### src/rtl/core/mltbp_pkg.sv
package mltbp_pkg;

  localparam int BUCKETS    = 1024;
  localparam int IDX_W      = $clog2(BUCKETS);
  localparam int TOK_W      = 16;
  localparam int TIME_W     = 32;
  localparam int PROD_W     = TIME_W + TOK_W;
  localparam int SUM_W      = PROD_W + 1;
  localparam int MEM_W      = 1 + TOK_W + TIME_W;
  localparam int RETRY_W    = 10;
  localparam int CNT_W      = $clog2(RETRY_W + 1);
  localparam int CFG_DATA_W = 16;
  localparam int CFG_IDX_W  = 1;
  localparam int LVL_W      = 2;

  localparam logic [RETRY_W-1:0]   MS_PER_SEC = RETRY_W'(1000);
  localparam logic [TOK_W-1:0]     CAP_RESET  = TOK_W'(1000);
  localparam logic [TOK_W-1:0]     RATE_RESET = TOK_W'(10);
  localparam logic [LVL_W-1:0]     LVL_USER   = LVL_W'(0);
  localparam logic [LVL_W-1:0]     LVL_ADDR   = LVL_W'(1);
  localparam logic [LVL_W-1:0]     LVL_LAST   = LVL_W'(2);

  localparam logic [CFG_IDX_W-1:0] CFG_CAPACITY    = CFG_IDX_W'(0);
  localparam logic [CFG_IDX_W-1:0] CFG_REFILL_RATE = CFG_IDX_W'(1);

  typedef struct packed {
    logic [IDX_W-1:0]  user_bucket;
    logic [IDX_W-1:0]  address_bucket;
    logic [IDX_W-1:0]  endpoint_bucket;
    logic [TIME_W-1:0] now_seconds;
  } in_t;

  typedef struct packed {
    logic               allowed;
    logic [TOK_W-1:0]   remaining;
    logic [RETRY_W-1:0] retry_after_ms;
  } out_t;

  typedef struct packed {
    logic             start;
    logic [TOK_W-1:0] divisor;
  } div_req_t;

  typedef struct packed {
    logic               done;
    logic [RETRY_W-1:0] quot;
  } div_rsp_t;

endpackage

### src/rtl/core/mltbp_div.sv
module mltbp_div import mltbp_pkg::*; (
  input  logic     clk,
  input  logic     rst_n,
  input  div_req_t req,
  output div_rsp_t rsp
);

  logic               busy_r, busy_nxt;
  logic               done_r, done_nxt;
  logic               zero_r, zero_nxt;
  logic [CNT_W-1:0]   cnt_r, cnt_nxt;
  logic [TOK_W-1:0]   rem_r, rem_nxt;
  logic [RETRY_W-1:0] q_r, q_nxt;
  logic [TOK_W-1:0]   dvs_r, dvs_nxt;
  logic [TOK_W:0]     trial;
  logic               fits;

  // Restoring division of the constant 1000, one quotient bit per cycle.
  assign trial = {rem_r, q_r[RETRY_W-1]};
  assign fits  = trial >= {1'b0, dvs_r};

  always_comb begin
    busy_nxt = busy_r;
    done_nxt = 1'b0;
    zero_nxt = zero_r;
    cnt_nxt  = cnt_r;
    rem_nxt  = rem_r;
    q_nxt    = q_r;
    dvs_nxt  = dvs_r;
    if (req.start) begin
      busy_nxt = 1'b1;
      zero_nxt = (req.divisor == '0);
      cnt_nxt  = CNT_W'(RETRY_W);
      rem_nxt  = '0;
      q_nxt    = MS_PER_SEC;
      dvs_nxt  = req.divisor;
    end else if (busy_r) begin
      rem_nxt = fits ? TOK_W'(trial - {1'b0, dvs_r}) : trial[TOK_W-1:0];
      q_nxt   = {q_r[RETRY_W-2:0], fits};
      cnt_nxt = cnt_r - CNT_W'(1);
      if (cnt_r == CNT_W'(1)) begin
        busy_nxt = 1'b0;
        done_nxt = 1'b1;
      end
    end
  end

  always_ff @(posedge clk) begin
    if (!rst_n) begin
      busy_r <= 1'b0;
      done_r <= 1'b0;
      cnt_r  <= '0;
    end else begin
      busy_r <= busy_nxt;
      done_r <= done_nxt;
      cnt_r  <= cnt_nxt;
    end
    zero_r <= zero_nxt;
    rem_r  <= rem_nxt;
    q_r    <= q_nxt;
    dvs_r  <= dvs_nxt;
  end

  assign rsp.done = done_r;
  assign rsp.quot = zero_r ? MS_PER_SEC : q_r;

endmodule

### config.mk
export PLATFORM = sky130hd
export DESIGN_NAME = mltbp_div
export DESIGN_NICKNAME = d
export VERILOG_FILES = /design/src/rtl/core/mltbp_pkg.sv /design/src/rtl/core/mltbp_div.sv
export SDC_FILE = /design/constraint.sdc
export NUM_CORES = 1
export LEC_CHECK = 0
export ABC_CLOCK_PERIOD_IN_PS = 4240
export BUFFER_PORTS_ARGS = -buffer_cell sky130_fd_sc_hd__clkbuf_2
export CAP_MARGIN = 0
export CELL_PAD_IN_SITES_DETAIL_PLACEMENT = 1
export CELL_PAD_IN_SITES_GLOBAL_PLACEMENT = 2
export CORE_MARGIN = 3
export CORE_UTILIZATION = 39
export CTS_CLUSTER_DIAMETER = 80
export DETAILED_ROUTE_END_ITERATION = 10
export PLACE_DENSITY_LB_ADDON = 0.1
export REMOVE_ABC_BUFFERS = 1
export SYNTH_ARGS = -nofsm -noshare
export SYNTH_HDL_FRONTEND = slang
export SYNTH_SLANG_ARGS = --single-unit
### constraint.sdc
create_clock -name clk -period 4.24 [get_ports clk]
set_input_delay 0.424 -clock clk [delete_from_list [all_inputs] [get_ports clk]]
set_output_delay 0.424 -clock clk [all_outputs]
set_load 0.005 [all_outputs]
==> results of run 1 <==
==> metrics by stage <==
| step | std cells | utilization | area, um2 | hold slack, ps | power [mW] |
|---|---|---|---|---|---|
| after floorplan | 300 | - | 2813 | 447.4 | 0.7734 |
| after detailed placement | 428 | 0.4441 | 3100 | 484.4 | 0.8660 |
| final | 436 | 0.4593 | 3207 | 296.0 | 1.184 |
| after CTS | 436 | 0.4593 | 3207 | 292.0 | 1.194 |
| after global routing | 436 | 0.4593 | 3207 | 286.8 | 1.255 |
| after global placement | 428 | 0.4441 | 3100 | 482.6 | 0.8630 |
==> how the worst min path moves through the flow <==
stage,startpoint,end,slack (ps),depth (start not counted)
after floorplan,q_r[0],q_r[0],450,2
after global placement,q_r[8],q_r[8],480,2
after detailed placement,q_r[0],q_r[0],480,2
after CTS,req[13],dvs_r[13],290,1
after global routing,req[15],dvs_r[15],290,1
final,req[11],dvs_r[11],300,1
==> cells by family after synthesis <==
kind of cell | count (synthesis) | share of synthesized area
buf+inv | 37 | 0.05213
xor+xnor | 12 | 0.03649
fa+ha+maj | 19 | 0.08515
compound gates | 92 | 0.2307
flops | 49 | 0.3997
mux | 8 | 0.02780
simple gates | 98 | 0.1681
==> sequential cells by signal, indices dropped and copies added, names as in the netlist <==
signal / flops
dvs_r: 16
rem_r: 16
q_r: 10
cnt_r: 4
busy_r: 1
done_r: 1
zero_r: 1
==> routing by layer <==
layer | routed length (um) | global-route usage
met4 | 215 | 0.07550
met1 | 3659 | 0.2510
met5 | 0 | 0
met3 | 196 | 0.03035
met2 | 3452 | 0.3169
==> Yosys cell counts, types with 3 or more instances <==
| cell type | instances | area [um2] |
|---|---|---|
| dfxtp_1 | 32 | 640.6 |
| nor2_1 | 25 | 93.84 |
| inv_1 | 22 | 82.58 |
| nand2_1 | 22 | 82.58 |
| o21ai_0 | 19 | 95.09 |
| ha_1 | 18 | 225.2 |
| edfxtp_1 | 17 | 510.5 |
| a21oi_1 | 15 | 75.07 |
| nand3_1 | 13 | 65.06 |
| clkbuf_1 | 10 | 37.54 |
| a311oi_1 | 9 | 78.83 |
| o21a_1 | 9 | 67.56 |
| xnor2_1 | 9 | 78.83 |
| mux2i_1 | 8 | 80.08 |
| nor2b_1 | 8 | 50.05 |
| a21o_1 | 7 | 52.55 |
| nor4_1 | 7 | 43.79 |
| or2_2 | 7 | 43.79 |
| nor3_1 | 6 | 30.03 |
| o211ai_1 | 5 | 37.54 |
| a211o_1 | 3 | 26.28 |
| a21boi_0 | 3 | 22.52 |
| a21oi_2 | 3 | 26.28 |
| buf_2 | 3 | 15.01 |
| xor2_1 | 3 | 26.28 |
==> area by class of cell <==
class	count	area (um2)	area share
multi-input cells	229	1579	0.4924
flip-flops and latches	49	1151	0.3590
inverters	22	82.58	0.02575
clock buffers	7	97.59	0.03043
well taps	96	120.1	0.03746
clock inverters	1	8.758	0.002731
repair buffers	32	167.7	0.05228
==> worst reg2reg max path, delay by kind of cell, from the launching register on <==
family,cells,cell delay [ps]
flip-flops,1,350
adder cells (fa/ha/maj),1,220
buffers and inverters,1,70
AO/OA/AOI/OAI,6,2120
AND/OR/NAND/NOR,1,220
==> power by group <==
group,total [mW],internal [mW],switching (mW)
clock network,0.327,0.154,0.173
logic,0.307,0.126,0.181
registers,0.551,0.522,0.0284
total,1.18,0.802,0.382
==> results.md, run 1 <==
* Status: complete, no violations
* Die Wd at approximately 90 um
* Initial Util at 0.4125
* Commonest non-fill, non-tap cell in the layout: dfxtp_1
* Fin nets at roughly 380
* Die area at between 8000 and 9000 um2
* Ys async rst share at 0
* Worst-skew pair later-pin latency at 320 ps
* Critical Path AT at about 3300 ps
* Slowest-stage cell, CP: a21oi_1
* Worst setup endpoint: rem_r[11]
* Final Hold Viols at 0
* Routed WL at 7.524 mm
* Critical Path Max Stage Delay at just over 900 ps
* Maximum fanout count along the critical path at 12
* Initial antenna violation count at 0
* DP Worst Slack at 1222 ps
* Syn-to-layout area delta at 11.34%
* Worst-path cell chain: inv_1, ha_1, and2b_1, o2111ai_1, a21oi_2, o2111ai_4, a21oi_1, o21ai_0, o22ai_1
* VDD IR max at roughly 0.00016 V
* Die Y at slightly above 90 um
* Final GP Congestion at between 0.8 and 0.9
* DR iter-0 viols at 46
* I/O pin total at 30
* Rows at 30
* Worst setup startpoint: q_r[9]
* FF-to-FF Start: q_r[9]
* Setup TNS at 0 ps
* TritonCTS buffer count at 5
* Unrepaired setup endpoints after global routing: no
* Required time of the worst setup path at 4480 ps
* Pwr dens at roughly 370 nW/um2
* Post-route clock skew at 10.35 ps
* Final setup vio count at 0
* # H-tree levels at 2
* Hold Buf Count CTS at 0
* Fill count at a little under 900
* CP Depth at 9
* Syn Std Cell Area at 2880 um2
* Post-synth cell types at 50
* First-pass GRT wire length at between 10 and 15 mm
* Number of buffers added for setup after CTS at 0
* Final WS setup at roughly 1200 ps
* CP Capture Type: register
* Worst hold path type: primary input to register
* Startpoint Class: register
* DR vias at 2,410
* Yosys reg bits at between 40 and 50
* Overflow left after global routing at 0
* Largest net degree at the start of global routing at a little over 40
* WL/cell at between 15 and 20 um
* DRC at 0
* Clock sink count at 49
* Tcrit/Tclk final at 0.7220
* # port buffers at 29
* Tot GR Track Use at 0.1920
* Final min period at approximately 3100 ps
* R2R depth at 9
* Reg-to-reg slack, setup at 1180 ps
* Clk root buf: clkbuf_8
* Vias in the first global route at 2,587
* Slew HR at 0.2542
* Ys flop type: dfxtp_1
* Leak Pwr at approximately 1.3 nW
* Most frequent cells in the layout: 32 x dfxtp_1, 29 x clkbuf_2, 25 x nor2_1
* Max-Cap Viols at 0
* Share of layout cells above drive strength 1 at 0.1529
* CTS clock-pin slew for the worst setup and hold paths at about 100 ps
* R2r endpoint: rem_r[11]
* Core area at about 7000 um2
* Post-route ant nets at 0
* Crit path max-delay family: compound AO/OA/AOI/OAI gates
* DPL Wire Length at between 5 and 6 mm
* Buffers & Inverters on Critical Path at 1
* Slew Viols, Final at 0
* CTS tree: yes
* Post-CTS sizing at 0
* Clock tree buffer depth at 2
* Register area share after synthesis at 0.3997
* Ys Warns at 0
* Worst-Margin Slew at ~1100 ps
* CP Class: register to register
* Fmax at 326.7 MHz
* Post-synth EDFFs at 17
* Mean Syn Cell Area at 9.144 um2
* # diodes at 0
* Cells after Synth at between 300 and 400
* Pre-Repair DR Iteration Count at 4
* Via/cell ratio at approximately 5.5
Note: power is estimated with default switching activity, not from simulation.
==> run 2: changes to the inputs <==
--- a/config.mk
+++ b/config.mk
@@ -5,13 +5,13 @@
 export SDC_FILE = /design/constraint.sdc
 export NUM_CORES = 1
 export LEC_CHECK = 0
-export ABC_CLOCK_PERIOD_IN_PS = 4240
+export ABC_CLOCK_PERIOD_IN_PS = 2500
 export BUFFER_PORTS_ARGS = -buffer_cell sky130_fd_sc_hd__clkbuf_2
 export CAP_MARGIN = 0
 export CELL_PAD_IN_SITES_DETAIL_PLACEMENT = 1
 export CELL_PAD_IN_SITES_GLOBAL_PLACEMENT = 2
 export CORE_MARGIN = 3
-export CORE_UTILIZATION = 39
+export CORE_UTILIZATION = 33
 export CTS_CLUSTER_DIAMETER = 80
 export DETAILED_ROUTE_END_ITERATION = 10
 export PLACE_DENSITY_LB_ADDON = 0.1
==> constraint.sdc (replaced) <==
create_clock -name clk -period 2.5 [get_ports clk]
set_input_delay 0.25 -clock clk [delete_from_list [all_inputs] [get_ports clk]]
set_output_delay 0.25 -clock clk [all_outputs]
set_load 0.005 [all_outputs]
==> run 2 against run 1 <==
  * Register-to-register slack got worse by 1200 ps
  * Critical path depth increased by 1
  * Routed wire length rose by 10%
==> results.md, run 2 (synthesis gave the netlist of run 1 again) <==
* Die Y at 99.43 um (+8.1%)
* Final min period at 2473 ps (-588.0 ps)
* Logic pwr share at 0.318 (+0.059)
* Hold WS at 120.8 ps (-175.3 ps)
* Max-Cap Viols at 0 (unchanged)
* DR vias at 2,480 (+2.9%)
* First-pass GRT wire length at 13.25 mm (+2.1%)
* # diodes at 0 (unchanged)
* Worst-Margin Slew at 656.0 ps (-462.7 ps)
* Routed WL at 8.285 mm (+10%)
* Rows at 33 (+10%)
* Clock tree buffer depth at 2 (unchanged)
* Clock sink count at 49 (unchanged)
* Clk network pwr share at 0.235 (-0.041)
* Required time of the worst setup path at 2750 ps (-1730 ps)
* DR iter-0 viols at 72 (+57%)
* Reg-to-reg slack, setup at 30 ps (-1150 ps)
* CP Class: register to register
* Fill count at 961 (+11%)
* Vias in the first global route at 2,544 (-1.7%)
* Share of layout cells above drive strength 1 at 0.2997 (+0.1468)
* Worst hold path type: primary input to register
* Internal power contribution at 1.381 mW (+72%)
* Fin util at 0.4328 (-0.02653)
* I/O pin total at 30 (unchanged)
* Die Wd at 99.43 um (+8.1%)
* Pre-Repair DR Iteration Count at 4 (unchanged)
* CTS clock-pin slew for the worst setup and hold paths at 100 ps (about the same)
* Pwr dens at 576.6 nW/um2 (+56%)
* # H-tree levels at 2 (unchanged)
* Via/cell ratio at 5.254 (-4.9%)
* Area occupied by multi-input gates at 1765 um2 (+12%)
* Startpoint Class: register
* Maximum fanout count along the critical path at 7 (-5)
* Flop pwr share at 0.447 (-0.018)
* WL/cell at 17.55 um (+1.7%)
* Critical Path AT at 2730 ps (-570 ps)
* CP Capture Type: register
* Most frequent cells in the layout: 31 x dfxtp_1, 29 x clkbuf_2, 26 x buf_4
* Final setup vio count at 0 (unchanged)
* Leak Pwr at 1.456 nW (+10%)
* Final Hold Viols at 0 (unchanged)
* Post-route ant nets at 0 (unchanged)
* Slew HR at 0.5586 (+0.3044)
* FF-to-FF Start: dvs_r[1]
* Slew Viols, Final at 0 (unchanged)
* Clk root buf: clkbuf_8
* Sw frac at 0.3363 (+0.01361)
* Fin nets at 404 (+7.2%)
* Overflow left after global routing at 0 (unchanged)
* DRC at 0 (unchanged)
* Hold Path Cell Cnt at 1 (unchanged)
* Worst-skew pair later-pin latency at 320 ps (about the same)
* Biggest regs: dvs_r x16, rem_r x16, q_r x10
* Sw power at 0.7001 mW (+83%)
* Final GP Congestion at 0.8092 (+1.1%)
* Tcrit/Tclk final at 0.9892 (+0.2673)
* TritonCTS buffer count at 5 (unchanged)
* DPL Wire Length at 5.996 mm (+11%)
* Status: complete, no violations
* Core area at 8341 um2 (+19%)
* Initial antenna violation count at 0 (unchanged)
* Initial Util at 0.3453 (-0.06721)
* Tot GR Track Use at 0.1681 (-0.02390)
* CTS tree: yes
* R2R depth at 10 (+1)
* # port buffers at 29 (unchanged)
* Reg area at 1152 um2 (+0.11%)
* WHS Endpoint: dvs_r[1]
* Syn-to-layout area delta at 25.33%
* Fmax at 404.3 MHz (+24%)
* Largest net degree at the start of global routing at 29 (-29%)
* Commonest non-fill, non-tap cell in the layout: dfxtp_1
* VDD IR max at 0.0002369 V (+48%)
* Die area at 9885 um2 (+17%)
* Worst Min Path Start: req[1]
* Unrepaired setup endpoints after global routing: yes
* R2r endpoint: rem_r[13]
* Post-route clock skew at 8.994 ps (-1.352 ps)
[run 2: cell types whose count changed in the layout (fill, tap and decap cells not counted), sizes merged]
cell / change
buf: +26
a21o: +1
clkbuf: -1
clkinv: -1
clkinvlp: +1
inv: +1
[run 2: what timing repair did]
item                       in CTS  in global routing
cloned                          0                  1
setup endpoints to repair       8                 17
pin swaps                       2                 23
gates resized for setup         2                 42
setup buffers                   3                  6
hold buffers                    0                  0
[run 2: routing by layer]
| metal | share of wire | up-vias | track usage | wire, um |
|---|---|---|---|---|
| li1 | - | 1260 | - | - |
| met3 | 0.032 | 9 | 0.03086 | 267 |
| met1 | 0.48 | 1175 | 0.2273 | 3939 |
| met5 | 0 | - | 0 | 0 |
| met4 | 0.018 | 0 | 0.04937 | 149 |
| met2 | 0.47 | 36 | 0.2743 | 3929 |
[run 2: worst max-delay path by stage]
stage	to	slack (ps)	startpoint
floorplan	rem_r[13]	140	dvs_r[14]
global placement	rem_r[14]	60	q_r[9]
detailed placement	rem_r[1]	-60	dvs_r[1]
CTS	rem_r[0]	6	dvs_r[3]
global route	rem_r[13]	-60	dvs_r[5]
finish	rem_r[13]	30	dvs_r[1]
[run 2: area by class of cell]
type | instances | area share
flip-flops and latches | 49 | 0.3192
clock inverters | 2 | 0.003813
clock buffers | 6 | 0.02010
well taps | 105 | 0.03640
inverters | 22 | 0.02288
repair buffers | 58 | 0.1085
multi-input cells | 230 | 0.4891
[run 2: worst max-delay path, stage by stage, from the launching register on]
cell	delay, ps
edfxtp_1	420
inv_2	90
ha_4	190
and2b_2	210
o2111ai_4	270
a21oi_4	110
o2111ai_4	320
buf_4	170
a21oi_2	40
or4_4	440
a21oi_2	140
[run 2: through the flow]
step | power [mW] | TNS [ps] | instance area (um2) | setup WS [ps] | cells
floorplan | 1.312 | 0 | 2813 | 143.9 | 300
global placement | 1.520 | 0 | 3252 | 57.26 | 454
detailed placement | 1.524 | -170.6 | 3252 | -64.41 | 454
CTS | 2.029 | 0 | 3381 | 6.051 | 465
global route | 2.214 | -274.2 | 3610 | -63.35 | 472
finish | 2.081 | 0 | 3610 | 26.89 | 472
[run 2: power by group through the flow]
stage	Sequential, mW	Combinational (mW)	Clock, mW
4_1_cts	0.926	0.591	0.512
3_3_place_gp	0.943	0.578	0
5_1_grt	0.940	0.738	0.536
6_report	0.931	0.661	0.489
3_5_place_dp	0.944	0.580	0
2_1_floorplan	0.942	0.369	0
==> run 3: changes to the inputs <==
--- a/config.mk
+++ b/config.mk
@@ -10,6 +10,7 @@
 export CAP_MARGIN = 0
 export CELL_PAD_IN_SITES_DETAIL_PLACEMENT = 1
 export CELL_PAD_IN_SITES_GLOBAL_PLACEMENT = 2
+export CORE_ASPECT_RATIO = 1.75
 export CORE_MARGIN = 3
 export CORE_UTILIZATION = 33
 export CTS_CLUSTER_DIAMETER = 80
==> run 3 against run 2 <==
  * Register-to-register slack improved by 20 ps
  * Power grew 11%
  * Global-route usage grew 0.66 points
  * Via count is 2.9% higher
  * Critical path type unchanged
  * Critical endpoint is now rem_r[4]
  * Largest cell class unchanged
==> results.md, run 3 (synthesis gave the netlist of run 1 again) <==
* Final min period at 2450 ps (-22.65 ps)
* Initial Util at 0.3419 (-0.003386)
* Pwr dens at 641.6 nW/um2 (+11%)
* Share of layout cells above drive strength 1 at 0.2710 (-0.02872)
* Reg-to-reg slack, setup at 50 ps (+20 ps)
* Startpoint Class: register
* Worst-skew pair later-pin latency at 290 ps (-30 ps)
* FF-to-FF Start: dvs_r[1]
* # H-tree levels at 2 (unchanged)
* Final GP Congestion at 0.8223 (+1.6%)
* Hold Buf Count CTS at 0 (unchanged)
* TritonCTS buffer count at 5 (unchanged)
* Worst-path cell chain: inv_1, ha_1, and2b_1, o2111ai_2, a21oi_2, o2111ai_4, a21o_4, a211o_1, a311oi_2
* Fin util at 0.4293 (-0.003500)
* Critical Path Max Stage Delay at 350 ps (-90 ps)
* DRC at 0 (unchanged)
* Pre-Repair DR Iteration Count at 4 (unchanged)
* Vias in the first global route at 2,620 (+3.0%)
* Area occupied by multi-input gates at 1694 um2 (-4.0%)
* CP Class: register to register
* Slew HR at 0.5703 (+0.01164)
* Post-route clock skew at 5.428 ps (-3.566 ps)
* Clock tree buffer depth at 2 (unchanged)
* CTS tree: yes
* Routed WL at 8.590 mm (+3.7%)
* Die Wd at 76.62 um (-23%)
* Worst-Margin Slew at 638.7 ps (-17.31 ps)
* Syn-to-layout area delta at 25.54%
* Most frequent cells in the layout: 32 x dfxtp_1, 30 x buf_4, 29 x clkbuf_2
* CTS clock-pin slew for the worst setup and hold paths at 70 ps (-30 ps)
* Fmax at 408.1 MHz (+0.92%)
* Critical Path AT at 2650 ps (-80 ps)
* Leak Pwr at 1.479 nW (+1.6%)
* Status: complete, no violations
* R2r endpoint: rem_r[4]
* CP Capture Type: register
* Die Y at 129.6 um (+30%)
* Slowest-stage cell, CP: edfxtp_1
* Commonest non-fill, non-tap cell in the layout: dfxtp_1
* Buffers & Inverters on Critical Path at 1 (-1)
* Hold Path Cell Cnt at 1 (unchanged)
* Fin nets at 406 (+0.50%)
* DR iter-0 viols at 113 (+57%)
* Final Hold Viols at 0 (unchanged)
* Hold WS at 149.3 ps (+28.54 ps)
* Tot GR Track Use at 0.1747 (+0.006649)
* Fill count at 1,008 (+4.9%)
* Core area at 8423 um2 (+0.99%)
* Required time of the worst setup path at 2700 ps (-50 ps)
* WHS Endpoint: dvs_r[11]
* Unrepaired setup endpoints after global routing: yes
* Max-Cap Viols at 0 (unchanged)
* Overflow left after global routing at 0 (unchanged)
* Via/cell ratio at 5.271 (+0.31%)
* Die area at 9929 um2 (+0.44%)
* Final WS setup at 49.54 ps (+22.65 ps)
* DR vias at 2,551 (+2.9%)
* I/O pin total at 30 (unchanged)
* Worst setup startpoint: dvs_r[1]
* Biggest regs: dvs_r x16, rem_r x16, q_r x10
* Overall power at 2.320 mW (+11%)
* # port buffers at 29 (unchanged)
* Reg area at 1151 um2 (-0.11%)
* DPL Wire Length at 6.228 mm (+3.9%)
* CP Depth at 9 (-1)
* Maximum fanout count along the critical path at 7 (unchanged)
* # diodes at 0 (unchanged)
* First-pass GRT wire length at 13.54 mm (+2.2%)
* Crit path max-delay family: compound AO/OA/AOI/OAI gates
* R2R depth at 9 (-1)
* Worst hold path type: primary input to register
* Initial antenna violation count at 0 (unchanged)
* Clk root buf: clkbuf_16
* VDD IR max at 0.0004074 V (+72%)
* Largest net degree at the start of global routing at 41 (+41%)
* Rows at 44 (+33%)
* Worst Min Path Start: req[11]
* Slew Viols, Final at 0 (unchanged)
* Final setup vio count at 0 (unchanged)
* DP Worst Slack at -37.65 ps (+26.76 ps)
* Post-route ant nets at 0 (unchanged)
* Clock sink count at 49 (unchanged)
* WL/cell at 17.75 um (+1.1%)
* Tcrit/Tclk final at 0.9802 (-0.009061)
[run 3: changes by cell type in the layout (fill, tap and decap cells not counted), moves of 2 or more]
cell / change
clkbuf_16: +6
clkbuf_8: -5
buf_4: +4
nand3_1: +3
buf_12: -2
inv_1: +2
inv_2: -2
nand3_2: -2
[run 3: cell type report]
type | count | area share
clock buffers | 7 | 0.04256
clock inverters | 1 | 0.002422
inverters | 22 | 0.02284
multi-input cells | 230 | 0.4685
flip-flops and latches | 49 | 0.3183
well taps | 115 | 0.03979
repair buffers | 60 | 0.1055
[run 3: report_power, final]
| part | total [mW] | internal [mW] | switching, mW |
|---|---|---|---|
| sequential | 0.930 | 0.886 | 0.0436 |
| clock | 0.746 | 0.435 | 0.311 |
| combinational | 0.644 | 0.284 | 0.361 |
| total | 2.32 | 1.60 | 0.715 |
[run 3: per-layer routing]
| metal | wire length [um] | vias to the layer above | GRT usage |
|---|---|---|---|
| li1 | - | 1256 | - |
| met1 | 3383 | 1250 | 0.1916 |
| met2 | 4867 | 35 | 0.3396 |
| met3 | 176 | 10 | 0.02225 |
| met4 | 164 | 0 | 0.06510 |
| met5 | 0 | - | 0 |
[run 3: how the worst max path moves through the flow]
stage	end	slack [ps]
after floorplan	rem_r[13]	140
after global placement	rem_r[11]	9
after detailed placement	rem_r[11]	-40
after CTS	rem_r[14]	2
after global routing	rem_r[4]	-70
final	rem_r[4]	50
[run 3: through the flow]
stage / cell area [um2] / TNS [ps] / std cells
final: 3616 / 0 / 484
after global routing: 3616 / -319.0 / 484
after CTS: 3425 / 0 / 473
after detailed placement: 3259 / -47.30 / 465
after global placement: 3259 / 0 / 465
after floorplan: 2813 / 0 / 300
[run 3: repair_timing]
item	4_1_cts	5_1_grt
buffers inserted	0	10
resized for setup	2	26
gates cloned	0	1
endpoints found under the setup margin	4	17
pin swaps	2	16
